[src/i2a_pkg.sv]
// Package for the integer-to-ASCII formatter: operation codes, queue entry
// type, state enums and the character tables.
// No dependencies.
`default_nettype none

package i2a_pkg;

	localparam int QUEUE_DEPTH = 2;
	localparam int DIG_NIBBLES = 16;
	localparam int DEC_DIGITS  = 10;
	localparam int BIN_BITS    = 32;

	localparam logic [2:0] OP_SDEC = 3'd0;
	localparam logic [2:0] OP_UDEC = 3'd1;
	localparam logic [2:0] OP_HEXL = 3'd2;
	localparam logic [2:0] OP_HEXU = 3'd3;
	localparam logic [2:0] OP_PTR  = 3'd4;

	localparam logic [7:0] CH_MINUS = 8'h2d;
	localparam logic [7:0] CH_ZERO  = 8'h30;
	localparam logic [7:0] CH_X     = 8'h78;
	localparam logic [7:0] CH_LPAR  = 8'h28;

	typedef enum logic [1:0] {
		K_NUM,
		K_PTR,
		K_NIL
	} kind_t;

	typedef struct packed {
		kind_t       kind;
		logic        neg;
		logic        upper;
		logic [63:0] digits;   // MSB-aligned nibbles, leading zeros stripped
		logic [4:0]  ndig;
	} entry_t;

	typedef enum logic [1:0] {
		F_IDLE,
		F_CONV,
		F_STRIP,
		F_PUSH
	} front_state_t;

	typedef enum logic [1:0] {
		B_IDLE,
		B_PRE,
		B_DIG,
		B_NIL
	} back_state_t;

	function automatic logic [7:0] hex_char(input logic [3:0] nib, input logic upper);
		logic [7:0] c;
		if (nib < 4'd10) begin
			c = CH_ZERO + {4'd0, nib};
		end else if (upper) begin
			c = 8'h41 + {4'd0, nib - 4'd10};
		end else begin
			c = 8'h61 + {4'd0, nib - 4'd10};
		end
		return c;
	endfunction

	function automatic logic [7:0] nil_char(input logic [2:0] idx);
		logic [7:0] c;
		unique case (idx)
			3'd0:    c = CH_LPAR;
			3'd1:    c = 8'h6e;
			3'd2:    c = 8'h69;
			3'd3:    c = 8'h6c;
			default: c = 8'h29;
		endcase
		return c;
	endfunction

endpackage

`default_nettype wire

[src/i2a_front.sv]
// Front end: accepts items, classifies the operation and builds the digit
// string (shift-add-3 BCD conversion or hex nibbles, leading zeros stripped).
// Depends on i2a_pkg.
`default_nettype none

module i2a_front
	import i2a_pkg::*;
(
	input  wire logic        clk,
	input  wire logic        arst_n,
	input  wire logic        in_valid,
	output logic             in_ready,
	input  wire logic [2:0]  operation,
	input  wire logic [63:0] value,
	output logic             push,
	output entry_t           push_entry,
	input  wire logic        q_full
);

	front_state_t state_q, state_d;
	logic [63:0]  digits_q;
	logic [4:0]   ndig_q;
	logic [31:0]  bin_q;
	logic [4:0]   cnt_q;
	logic         neg_q;
	logic         upper_q;
	kind_t        kind_q;
	logic         accept;
	logic [31:0]  low;
	logic [31:0]  mag;
	logic [39:0]  bcd_adj;

	function automatic logic [39:0] dabble(input logic [39:0] bcd);
		logic [39:0] r;
		for (int i = 0; i < DEC_DIGITS; i++) begin
			r[i*4 +: 4] = (bcd[i*4 +: 4] >= 4'd5) ? bcd[i*4 +: 4] + 4'd3 : bcd[i*4 +: 4];
		end
		return r;
	endfunction

	assign accept  = in_valid && in_ready;
	assign low     = value[31:0];
	assign mag     = (operation == OP_SDEC && low[31]) ? (~low + 32'd1) : low;
	assign bcd_adj = dabble(digits_q[63:24]);

	always_comb begin
		state_d = state_q;
		unique case (state_q)
			F_IDLE: begin
				if (accept) begin
					if (operation == OP_SDEC || operation == OP_UDEC) begin
						state_d = F_CONV;
					end else if (operation == OP_PTR && value == 64'd0) begin
						state_d = F_PUSH;
					end else if (operation == OP_HEXL || operation == OP_HEXU ||
						operation == OP_PTR) begin
						state_d = F_STRIP;
					end
				end
			end
			F_CONV: begin
				if (cnt_q == 5'(BIN_BITS - 1)) state_d = F_STRIP;
			end
			F_STRIP: begin
				if (!(digits_q[63:60] == 4'd0 && ndig_q > 5'd1)) state_d = F_PUSH;
			end
			F_PUSH: begin
				if (!q_full) state_d = F_IDLE;
			end
			default: state_d = F_IDLE;
		endcase
	end

	always_comb begin
		in_ready = (state_q == F_IDLE);
		push     = (state_q == F_PUSH) && !q_full;
		push_entry.kind   = kind_q;
		push_entry.neg    = neg_q;
		push_entry.upper  = upper_q;
		push_entry.digits = digits_q;
		push_entry.ndig   = ndig_q;
	end

	always_ff @(posedge clk or negedge arst_n) begin
		if (!arst_n) begin
			state_q <= F_IDLE;
		end else begin
			state_q <= state_d;
		end
	end

	always_ff @(posedge clk) begin
		unique case (state_q)
			F_IDLE: begin
				if (accept) begin
					neg_q   <= (operation == OP_SDEC) && low[31];
					upper_q <= (operation == OP_HEXU);
					cnt_q   <= 5'd0;
					bin_q   <= mag;
					if (operation == OP_PTR) begin
						kind_q   <= (value == 64'd0) ? K_NIL : K_PTR;
						digits_q <= value;
						ndig_q   <= 5'(DIG_NIBBLES);
					end else if (operation == OP_HEXL || operation == OP_HEXU) begin
						kind_q   <= K_NUM;
						digits_q <= {low, 32'd0};
						ndig_q   <= 5'd8;
					end else begin
						kind_q   <= K_NUM;
						digits_q <= 64'd0;
						ndig_q   <= 5'(DEC_DIGITS);
					end
				end
			end
			F_CONV: begin
				// BCD digits live in the top 40 bits of the digit register
				digits_q[63:24] <= {bcd_adj[38:0], bin_q[31]};
				bin_q           <= {bin_q[30:0], 1'b0};
				cnt_q           <= cnt_q + 5'd1;
			end
			F_STRIP: begin
				if (digits_q[63:60] == 4'd0 && ndig_q > 5'd1) begin
					digits_q <= {digits_q[59:0], 4'd0};
					ndig_q   <= ndig_q - 5'd1;
				end
			end
			F_PUSH: begin
			end
			default: begin
			end
		endcase
	end

endmodule

`default_nettype wire

[src/i2a_queue.sv]
// Small FIFO of digit-string entries between the front and back ends.
// Depends on i2a_pkg.
`default_nettype none

module i2a_queue
	import i2a_pkg::*;
#(
	parameter int DEPTH = QUEUE_DEPTH
) (
	input  wire logic   clk,
	input  wire logic   arst_n,
	input  wire logic   push,
	input  wire entry_t push_entry,
	output logic        full,
	input  wire logic   pop,
	output entry_t      head,
	output logic        empty
);

	localparam int PW = (DEPTH > 1) ? $clog2(DEPTH) : 1;
	localparam int CW = $clog2(DEPTH + 1);

	entry_t        mem_q [DEPTH];
	logic [PW-1:0] wptr_q, rptr_q;
	logic [CW-1:0] count_q;

	assign full  = (count_q == CW'(DEPTH));
	assign empty = (count_q == '0);
	assign head  = mem_q[rptr_q];

	always_ff @(posedge clk) begin
		if (push) mem_q[wptr_q] <= push_entry;
	end

	always_ff @(posedge clk or negedge arst_n) begin
		if (!arst_n) begin
			wptr_q  <= '0;
			rptr_q  <= '0;
			count_q <= '0;
		end else begin
			if (push) wptr_q <= (wptr_q == PW'(DEPTH - 1)) ? '0 : wptr_q + PW'(1);
			if (pop)  rptr_q <= (rptr_q == PW'(DEPTH - 1)) ? '0 : rptr_q + PW'(1);
			if (push && !pop)      count_q <= count_q + CW'(1);
			else if (pop && !push) count_q <= count_q - CW'(1);
		end
	end

endmodule

`default_nettype wire

[src/i2a_back.sv]
// Back end: takes queue entries and emits prefix, digit or (nil) characters one per
// cycle unless stalled, into the output register, with the running character count.
// Depends on i2a_pkg.
`default_nettype none

module i2a_back
	import i2a_pkg::*;
(
	input  wire logic   clk,
	input  wire logic   arst_n,
	input  wire entry_t head,
	input  wire logic   empty,
	output logic        pop,
	output logic        out_valid,
	input  wire logic   out_ready,
	output logic [7:0]  character,
	output logic        last,
	output logic [31:0] total_count
);

	back_state_t state_q, state_d;
	kind_t       kind_q;
	logic        upper_q;
	logic [63:0] dig_q;
	logic [4:0]  ndig_q;
	logic [2:0]  idx_q;
	logic        valid_q;
	logic [7:0]  char_q;
	logic        last_q;
	logic [31:0] count_q;
	logic        advance;
	logic        emit;
	logic [7:0]  emit_char;
	logic        emit_last;

	assign advance = !valid_q || out_ready;

	always_comb begin
		state_d = state_q;
		unique case (state_q)
			B_IDLE: begin
				if (advance && !empty) begin
					if (head.kind == K_NIL)                     state_d = B_NIL;
					else if (head.kind == K_PTR || head.neg)    state_d = B_PRE;
					else                                        state_d = B_DIG;
				end
			end
			B_NIL: if (advance && idx_q == 3'd4) state_d = B_IDLE;
			B_PRE: if (advance && (kind_q != K_PTR || idx_q == 3'd1)) state_d = B_DIG;
			B_DIG: if (advance && ndig_q == 5'd1) state_d = B_IDLE;
			default: state_d = B_IDLE;
		endcase
	end

	always_comb begin
		pop       = (state_q == B_IDLE) && advance && !empty;
		emit      = (state_q != B_IDLE) && advance;
		emit_char = hex_char(dig_q[63:60], upper_q);
		emit_last = 1'b0;
		unique case (state_q)
			B_NIL: begin
				emit_char = nil_char(idx_q);
				emit_last = (idx_q == 3'd4);
			end
			B_PRE: begin
				if (kind_q == K_PTR) emit_char = (idx_q == 3'd0) ? CH_ZERO : CH_X;
				else                 emit_char = CH_MINUS;
			end
			B_DIG: emit_last = (ndig_q == 5'd1);
			B_IDLE: begin
			end
			default: begin
			end
		endcase
	end

	always_ff @(posedge clk or negedge arst_n) begin
		if (!arst_n) begin
			state_q <= B_IDLE;
			valid_q <= 1'b0;
			count_q <= 32'd0;
		end else begin
			state_q <= state_d;
			if (emit) begin
				valid_q <= 1'b1;
				count_q <= count_q + 32'd1;
			end else if (out_ready) begin
				valid_q <= 1'b0;
			end
		end
	end

	always_ff @(posedge clk) begin
		if (pop) begin
			kind_q  <= head.kind;
			upper_q <= head.upper;
			dig_q   <= head.digits;
			ndig_q  <= head.ndig;
			idx_q   <= 3'd0;
		end else if (emit) begin
			if (state_q == B_DIG) begin
				dig_q  <= {dig_q[59:0], 4'd0};
				ndig_q <= ndig_q - 5'd1;
			end else begin
				idx_q <= idx_q + 3'd1;
			end
		end
		if (emit) begin
			char_q <= emit_char;
			last_q <= emit_last;
		end
	end

	assign out_valid   = valid_q;
	assign character   = char_q;
	assign last        = last_q;
	assign total_count = count_q;

endmodule

`default_nettype wire

[src/integer_to_ascii_formatter.sv]
// Integer-to-ASCII formatter, top level: front end, entry queue, back end.
// Front: accept, BCD conversion for decimal, leading-zero strip, then push to the queue.
// Back: load an entry, then one character per cycle (up to 18), unless stalled, into the output register.
// The front can take a new item once its last entry is in the queue, while the back still emits earlier ones.
// Reset (arst_n low) clears the queue, both state machines and the character count.
`default_nettype none

module integer_to_ascii_formatter
	import i2a_pkg::*;
#(
	parameter int QDEPTH = QUEUE_DEPTH
) (
	input  wire logic        clk,
	input  wire logic        arst_n,
	input  wire logic        in_valid,
	output logic             in_ready,
	input  wire logic [2:0]  operation,
	input  wire logic [63:0] value,
	output logic             out_valid,
	input  wire logic        out_ready,
	output logic [7:0]       character,
	output logic             last,
	output logic [31:0]      total_count
);

	logic   push, pop, q_full, q_empty;
	entry_t push_entry, head;

	i2a_front u_front (
		.clk        (clk),
		.arst_n     (arst_n),
		.in_valid   (in_valid),
		.in_ready   (in_ready),
		.operation  (operation),
		.value      (value),
		.push       (push),
		.push_entry (push_entry),
		.q_full     (q_full)
	);

	i2a_queue #(.DEPTH(QDEPTH)) u_queue (
		.clk        (clk),
		.arst_n     (arst_n),
		.push       (push),
		.push_entry (push_entry),
		.full       (q_full),
		.pop        (pop),
		.head       (head),
		.empty      (q_empty)
	);

	i2a_back u_back (
		.clk         (clk),
		.arst_n      (arst_n),
		.head        (head),
		.empty       (q_empty),
		.pop         (pop),
		.out_valid   (out_valid),
		.out_ready   (out_ready),
		.character   (character),
		.last        (last),
		.total_count (total_count)
	);

endmodule

`default_nettype wire

[config.mk]
export PLATFORM = sky130hd
export DESIGN_NAME = integer_to_ascii_formatter
export DESIGN_NICKNAME = d
export VERILOG_FILES = /design/src/i2a_pkg.sv /design/src/i2a_front.sv /design/src/i2a_queue.sv /design/src/i2a_back.sv /design/src/integer_to_ascii_formatter.sv
export SDC_FILE = /design/constraint.sdc
export NUM_CORES = 1
export LEC_CHECK = 0
export BUFFER_PORTS_ARGS = -buffer_cell sky130_fd_sc_hd__buf_4
export CAP_MARGIN = 10
export CORE_MARGIN = 2
export CORE_UTILIZATION = 40
export DETAILED_ROUTE_END_ITERATION = 6
export GPL_ROUTABILITY_DRIVEN = 0
export PLACE_DENSITY_LB_ADDON = 0.08
export SLEW_MARGIN = 20
export SYNTH_ARGS = -nofsm -noshare
export SYNTH_HDL_FRONTEND = slang
export SYNTH_SLANG_ARGS = --single-unit
[constraint.sdc]
create_clock -name clk -period 15.6 [get_ports clk]
set_clock_uncertainty 0.2 [all_clocks]
set_input_delay 1.56 -clock clk [delete_from_list [all_inputs] [get_ports clk]]
set_output_delay 1.56 -clock clk [all_outputs]
set_load 0.02 [all_outputs]
==> results of run 1 <==
-- how the worst min path moves through the flow --
stage,end,slack (ns),cells after the start
floorplan,u_queue.mem_q[0][69],0.22,0
global placement,u_queue.mem_q[0][22],0.25,0
detailed placement,u_queue.mem_q[1][22],0.26,0
CTS,u_back.total_count[31],0.27,1
global route,u_back.total_count[31],0.28,1
finish,u_back.total_count[31],0.27,1
-- placed cells by master (no fill, tap or decap), types with 15 or more instances in the layout --
cell type / netlist / routed
a21oi_1: 27 / 26
buf_4: 1 / 126
dfrtp_1: 41 / 40
xnor2_1: 50 / 50
o21ai_0: 129 / 129
a31oi_1: 34 / 34
a221oi_1: 36 / 36
mux2i_1: 77 / 77
nor4_1: 15 / 15
nand3_1: 22 / 22
xor2_1: 33 / 33
clkbuf_16: 0 / 45
ha_1: 41 / 38
nor3_1: 25 / 25
nor2_1: 72 / 70
nand2_1: 228 / 228
nand2b_1: 15 / 15
inv_1: 49 / 49
edfxtp_1: 336 / 336
-- state kept, by name, summed over array words and instances (netlist names) --
| name | count |
|---|---|
| u_back.character | 7 |
| u_back.dig_q | 64 |
| u_back.idx_q | 3 |
| u_back.kind_q | 2 |
| u_back.last | 1 |
| u_back.ndig_q | 5 |
| u_back.out_valid | 1 |
| u_back.state_q | 2 |
| u_back.total_count | 32 |
| u_back.upper_q | 1 |
| u_front.bin_q | 32 |
| u_front.cnt_q | 5 |
| u_front.digits_q | 64 |
| u_front.kind_q | 2 |
| u_front.ndig_q | 5 |
| u_front.neg_q | 1 |
| u_front.state_q | 2 |
| u_front.upper_q | 1 |
| u_queue.count_q | 2 |
| u_queue.mem_q | 146 |
| u_queue.rptr_q | 1 |
| u_queue.wptr_q | 1 |
-- area by class of cell --
type | instances | area share, %
Multi-Input combinational cell | 961 | 29.76
Sequential cell | 380 | 54.29
Clock buffer | 58 | 5.705
Clock inverter | 19 | 1.021
Tap cell | 592 | 3.597
Timing Repair Buffer | 128 | 4.703
Inverter | 51 | 0.9296
-- power groups by stage --
stage          clock (mW)  combinational, mW  sequential [mW]
2_1_floorplan           0               1.00             1.90
3_3_place_gp            0               1.40             1.99
3_5_place_dp            0               1.42             2.00
4_1_cts              1.03               1.43             1.98
5_1_grt              1.08               1.58             2.03
6_report             1.00               1.40             1.98
-- synth_stat cells (all sizes together) (7+ instances only) --
| library cell | instances | area share, % |
|---|---|---|
| a21o | 9 | 0.38 |
| a21oi | 27 | 0.76 |
| a221oi | 36 | 1.8 |
| a22oi | 9 | 0.38 |
| a31oi | 34 | 1.2 |
| and2 | 8 | 0.28 |
| and3 | 8 | 0.28 |
| buf | 10 | 0.28 |
| clkbuf | 68 | 1.4 |
| dfrtp | 41 | 5.8 |
| edfxtp | 336 | 57 |
| ha | 41 | 2.9 |
| inv | 49 | 1.0 |
| mux2 | 8 | 0.51 |
| mux2i | 77 | 4.3 |
| nand2 | 228 | 4.8 |
| nand2b | 15 | 0.53 |
| nand3 | 22 | 0.62 |
| nand4 | 13 | 0.46 |
| nor2 | 72 | 1.5 |
| nor2b | 12 | 0.42 |
| nor3 | 25 | 0.71 |
| nor4 | 17 | 0.72 |
| o21ai | 130 | 3.7 |
| o22ai | 11 | 0.39 |
| o31ai | 7 | 0.30 |
| or3 | 13 | 0.49 |
| xnor2 | 50 | 2.5 |
| xor2 | 33 | 1.6 |
-- cell families after synthesis --
logic type | count (synthesis) | synth area share, %
compound gates | 296 | 10.45
xor+xnor | 83 | 4.098
fa+ha+maj | 42 | 2.948
buf+inv | 129 | 2.793
flops | 380 | 62.99
mux | 85 | 4.852
other cells | 1 | 0.02114
simple gates | 454 | 11.85
-- per-layer routing --
layer | part of all wire (%) | global-route usage [%] | vias to the layer above
met2 | 43 | 28.66 | 375
li1 | - | - | 5615
met1 | 48 | 27.81 | 5779
met4 | 3.5 | 8.079 | 0
met5 | 0 | 0 | -
met3 | 6.1 | 3.348 | 89
-- per-stage QoR --
stage | std cells | area [sq um] | utilization, % | worst slack [ns] | total power, mW
after floorplan | 1470 | 17740 | - | 8.060 | 2.904
after global placement | 2112 | 19190 | 43.60 | 11.28 | 3.397
after detailed placement | 2112 | 19200 | 43.61 | 11.28 | 3.427
after CTS | 2189 | 20580 | 46.75 | 11.86 | 4.448
after global routing | 2189 | 20590 | 46.77 | 11.63 | 4.692
final | 2189 | 20590 | 46.77 | 11.87 | 4.387
==> run metrics, run 1 <==
leakage power 7.554 nW; clk sink count 380; WP buf/inv 2; Max Clk Rate approximately 0.27 GHz; Ports 114; outcome finished, final reports clean; Synth Instances around 1.5k; Synthesized Nets approximately 1.6k; crit path time final 3.735 ns; vias 11.86k; FF-to-FF setup slack 12.36 ns; net count reported at finish 1676; layout cells sized above 1 13.65%; CTS tree done; worst reg-to-reg path cell count 7; sequence of cells on the critical path buf_4 > inv_1 > ha_1 > nor3b_1 > nand4_1 > or4_4 > nor4_2; final period utilization between 20% and 30%; power per cell area 213.0 nW/um^2; unrepaired setup endpoints after global routing no; Worst Tran Pin Value 0.9450 ns; total wire length between 40000 and 50000 microns; Clock Root Buffer clkbuf_16; Flop pwr share 45.1%; Tot GR Track Use 19.25%; global-route wire length before repair 68630 microns; CP startpoint value[0]; Synth Flop Type edfxtp_1; hold_sp u_back.total_count[31]; max_cap viols 0; HP Class register to register; FP Rows 77; CTS Buffer Depth 3; Setup crit end u_front.kind_q[1]; Worst-path clk slew roughly 0.06 ns; Top delay family on crit path simple AND/OR/NAND/NOR gates; Synth-to-Final Area Change 16.08%; relative slew slack 37.00%; Clock Latency Late Sink 0.57 ns; Die W about 210 microns; startpoint type of the worst setup path primary input; Setup violations, final 0; Yosys cell types 66; DR DRC count 0; Yosys reg bits 380; crit path kind primary input to register; fraction of registers with async set/reset 10.79%; TritonCTS Buffers 42; die footprint 46050 sq um; Avg Vias per Cell ~5.4; Core ar. 44030 sq um; Ys Warns 0; clock share of power between 20% and 30%; Initial Util between 40% and 50%; Stages on worst setup path 7; Post-CTS Resized 0; Critical R2R Launch u_back.state_q[0]; sequential cell area between 10000 and 15000 sq um; initial drt markers 955; grt total ovfl 0; Peak VDD IR 0.1092 mV; diodes inserted 0; I/O Buffers 112; Worst EP required 15.78 ns; mapped cell area 17740 sq um; Slew Viols, Final 0; fillcell total 4052; Comb power frac 32.0%; Switching Fraction 36.13%; Die H 214.6 microns; vias in the first global route 11.50k; Switching Power 1.585 mW; worst reg2reg path endpoint u_queue.count_q[1]; drt wl/cell slightly above 20 microns; Crit-path slowest cell nor3b_1; P_int approximately 2.8 mW; final hold vios 0; Worst path max stage delay 0.69 ns; sequential-to-total area share from yosys stat 62.99%; hold buffers post-CTS 0; initial antenna violation count 1; Setup Buffers After CTS 0; Routed Antenna Nets 0; drt pass-1 iters 5; Post-synth EDFFs approximately 340; crit-path max FO 6; post-route setup TNS 0 ns; Mean Syn Cell Area 12.07 sq um; hpwl dp 28930 microns; H-tree depth 2; nature of the critical path endpoint register; CP arrival 3.92 ns; worst hold margin 0.2668 ns; area of the multi-input gates 6128 sq um; pin count of the biggest net entering global routing 93
Note: power is estimated with default switching activity, not from simulation.
==> run 2, diff against run 1 <==
==> constraint.sdc (replaced) <==
create_clock -name clk -period 3.52 [get_ports clk]
set_clock_uncertainty 0.2 [all_clocks]
set_input_delay 0.352 -clock clk [delete_from_list [all_inputs] [get_ports clk]]
set_output_delay 0.352 -clock clk [all_outputs]
set_load 0.02 [all_outputs]
==> run 2 against run 1 <==
Utilization is 0.88 points higher. Final area increased by 1.9%. Highest routed layer unchanged. First-iteration DRC count up 0.84%. Critical path type is now register to register. Non-clock buffer count grew 34. Wire length is 0.68% higher. Critical endpoint is now u_front.digits_q[51]. Global-route usage is essentially flat.
==> run metrics, run 2 (synthesis gave the netlist of run 1 again) <==
outcome finished, final reports clean; hold_sp value[55]; Ports ~110; Setup WS post-layout 0.5678 ns; Tot GR Track Use 19.24%; global-route wire length before repair 68610 microns; Clock Root Buffer clkbuf_16; WHS Endpoint u_front.digits_q[55]; max_cap viols 0; leakage power 7.742 nW; Worst Tran Pin Value 0.8954 ns; Worst EP required 3.53 ns; crit path kind register to register; FP Rows 77; most frequent cells in the layout edfxtp_1, nand2_1, buf_4; worst hold margin 0.02075 ns; WP buf/inv 1; Core ar. ~44000 sq um; worst reg-to-reg path cell count 6; unrepaired setup endpoints after global routing no; CTS tree done; grt total ovfl 0; Clock Latency Late Sink 0.57 ns; Die H roughly 210 microns; drt pass-1 iters 5; registers with the most flip-flops u_queue.mem_q: 146 flops, u_back.dig_q: 64 flops, u_front.digits_q: 64 flops; layout cells sized above 1 14.64%; relative slew slack about two fifths; vias in the first global route 11.56k; Setup violations, final 0; Worst-path clk slew 0.06 ns; pre-CTS WS 0.6078 ns; CTS Buffer Depth 3; hpwl dp between 30000 and 40000 microns; nature of the critical path endpoint register; power per cell area 941.5 nW/um^2; Initial Util 40.29%; hold path depth 3; pin count of the biggest net entering global routing 89; Worst path max stage delay between 0.6 and 0.7 ns; Peak VDD IR 0.5024 mV; Max Clk Rate between 0.3 and 0.4 GHz; FF-to-FF setup slack 0.57 ns; crit path time final 2.952 ns; total wire length 44520 microns; TritonCTS Buffers 44; Top delay family on crit path compound AO/OA/AOI/OAI gates; Crit-path slowest cell a2111oi_0; CP startpoint u_front.ndig_q[0]; final period utilization 83.87%; CP arrival 2.96 ns; startpoint type of the worst setup path register; number of flip-flops in the largest register 146; Setup Buffers After CTS 0; Synth-to-Final Area Change 18.25%; crit-path max FO 40; initial drt markers 963; Slew Viols, Final 0; sequence of cells on the critical path ha_1 > o21bai_1 > a2111oi_0 > o22ai_1 > nor2_4 > buf_4; final core utilization around 48%; Tot Pwr just under 20 mW; diodes inserted 0; vias 11.88k; Critical R2R Launch u_front.ndig_q[0]; I/O Buffers roughly 110; Routed Antenna Nets 0; Die W 214.6 microns; die footprint 46050 sq um; drt wl/cell approximately 20 microns; worst reg2reg path endpoint u_front.digits_q[51]; final hold vios 0; most flop-heavy register u_queue.mem_q; Layout Cells excl Fill 2225; net count reported at finish 1712; DR DRC count 0; H-tree depth 2; HP Class primary input to register; initial antenna violation count 0; Avg Vias per Cell 5.338; clk sink count 380; most common cell after layout, fill and taps aside edfxtp_1; Cells after DPL about 2.1k
==> run 2: cell count changes in the layout (fill, tap and decap cells not counted), sizes merged <==
cell,previous run,this run
dlygate4sd3,0,22
buf,128,140
clkbuf,58,51
clkinv,15,20
inv,49,52
clkinvlp,1,2
==> run 2: power breakdown <==
part | internal (mW) | leakage (nW) | total (mW) | switching, mW
clock | 2.68 | 0.693 | 4.54 | 1.87
sequential | 7.51 | 3.71 | 8.74 | 1.24
combinational | 2.33 | 3.34 | 6.46 | 4.13
==> run 2: layout make-up <==
cell class | instances | area, sq um
Timing Repair Buffer | 162 | 1321
Fill cell | 3961 | 23050
Clock buffer | 51 | 1127
Multi-Input combinational cell | 961 | 6122
Sequential cell | 380 | 11180
Tap cell | 592 | 740.7
Inverter | 51 | 191.4
Clock inverter | 28 | 296.5
==> run 2: tightest hold or removal path: cells and delay by family <==
| family | cells | cell delay [ns] |
|---|---|---|
| compound gates | 2 | 0.23 |
| buf+inv | 1 | 0.10 |
==> run 2: through the flow <==
step                      TNS (ns)  cell area, sq um
after global placement           0             19330
after detailed placement         0             19330
after CTS                        0             20980
final                            0             20980
after global routing             0             20980
after floorplan            -0.5463             17760
==> run 2: how the worst max path moves through the flow <==
stage,to,slack [ns],cells after the start
after floorplan,u_front.digits_q[0],-0.02,5
after global placement,u_front.digits_q[46],0.67,6
after detailed placement,u_front.digits_q[48],0.61,6
after CTS,u_front.digits_q[48],0.57,6
after global routing,u_front.digits_q[45],0.30,6
final,u_front.digits_q[51],0.57,6
==> run 2: layer usage <==
layer / share of wire [%] / routed length (microns) / GRT usage (%)
met1: 47 / 21000 / 27.50
met2: 44 / 19440 / 28.99
met3: 5.0 / 2217 / 2.865
met4: 4.2 / 1869 / 8.796
met5: 0 / 0 / 0
==> run 2: timing repair <==
item                                   in CTS  in global routing
resized for setup                           0                  0
setup endpoints to repair                   0                  0
hold buffers                               22                  0
endpoints found under the hold margin      62                  0
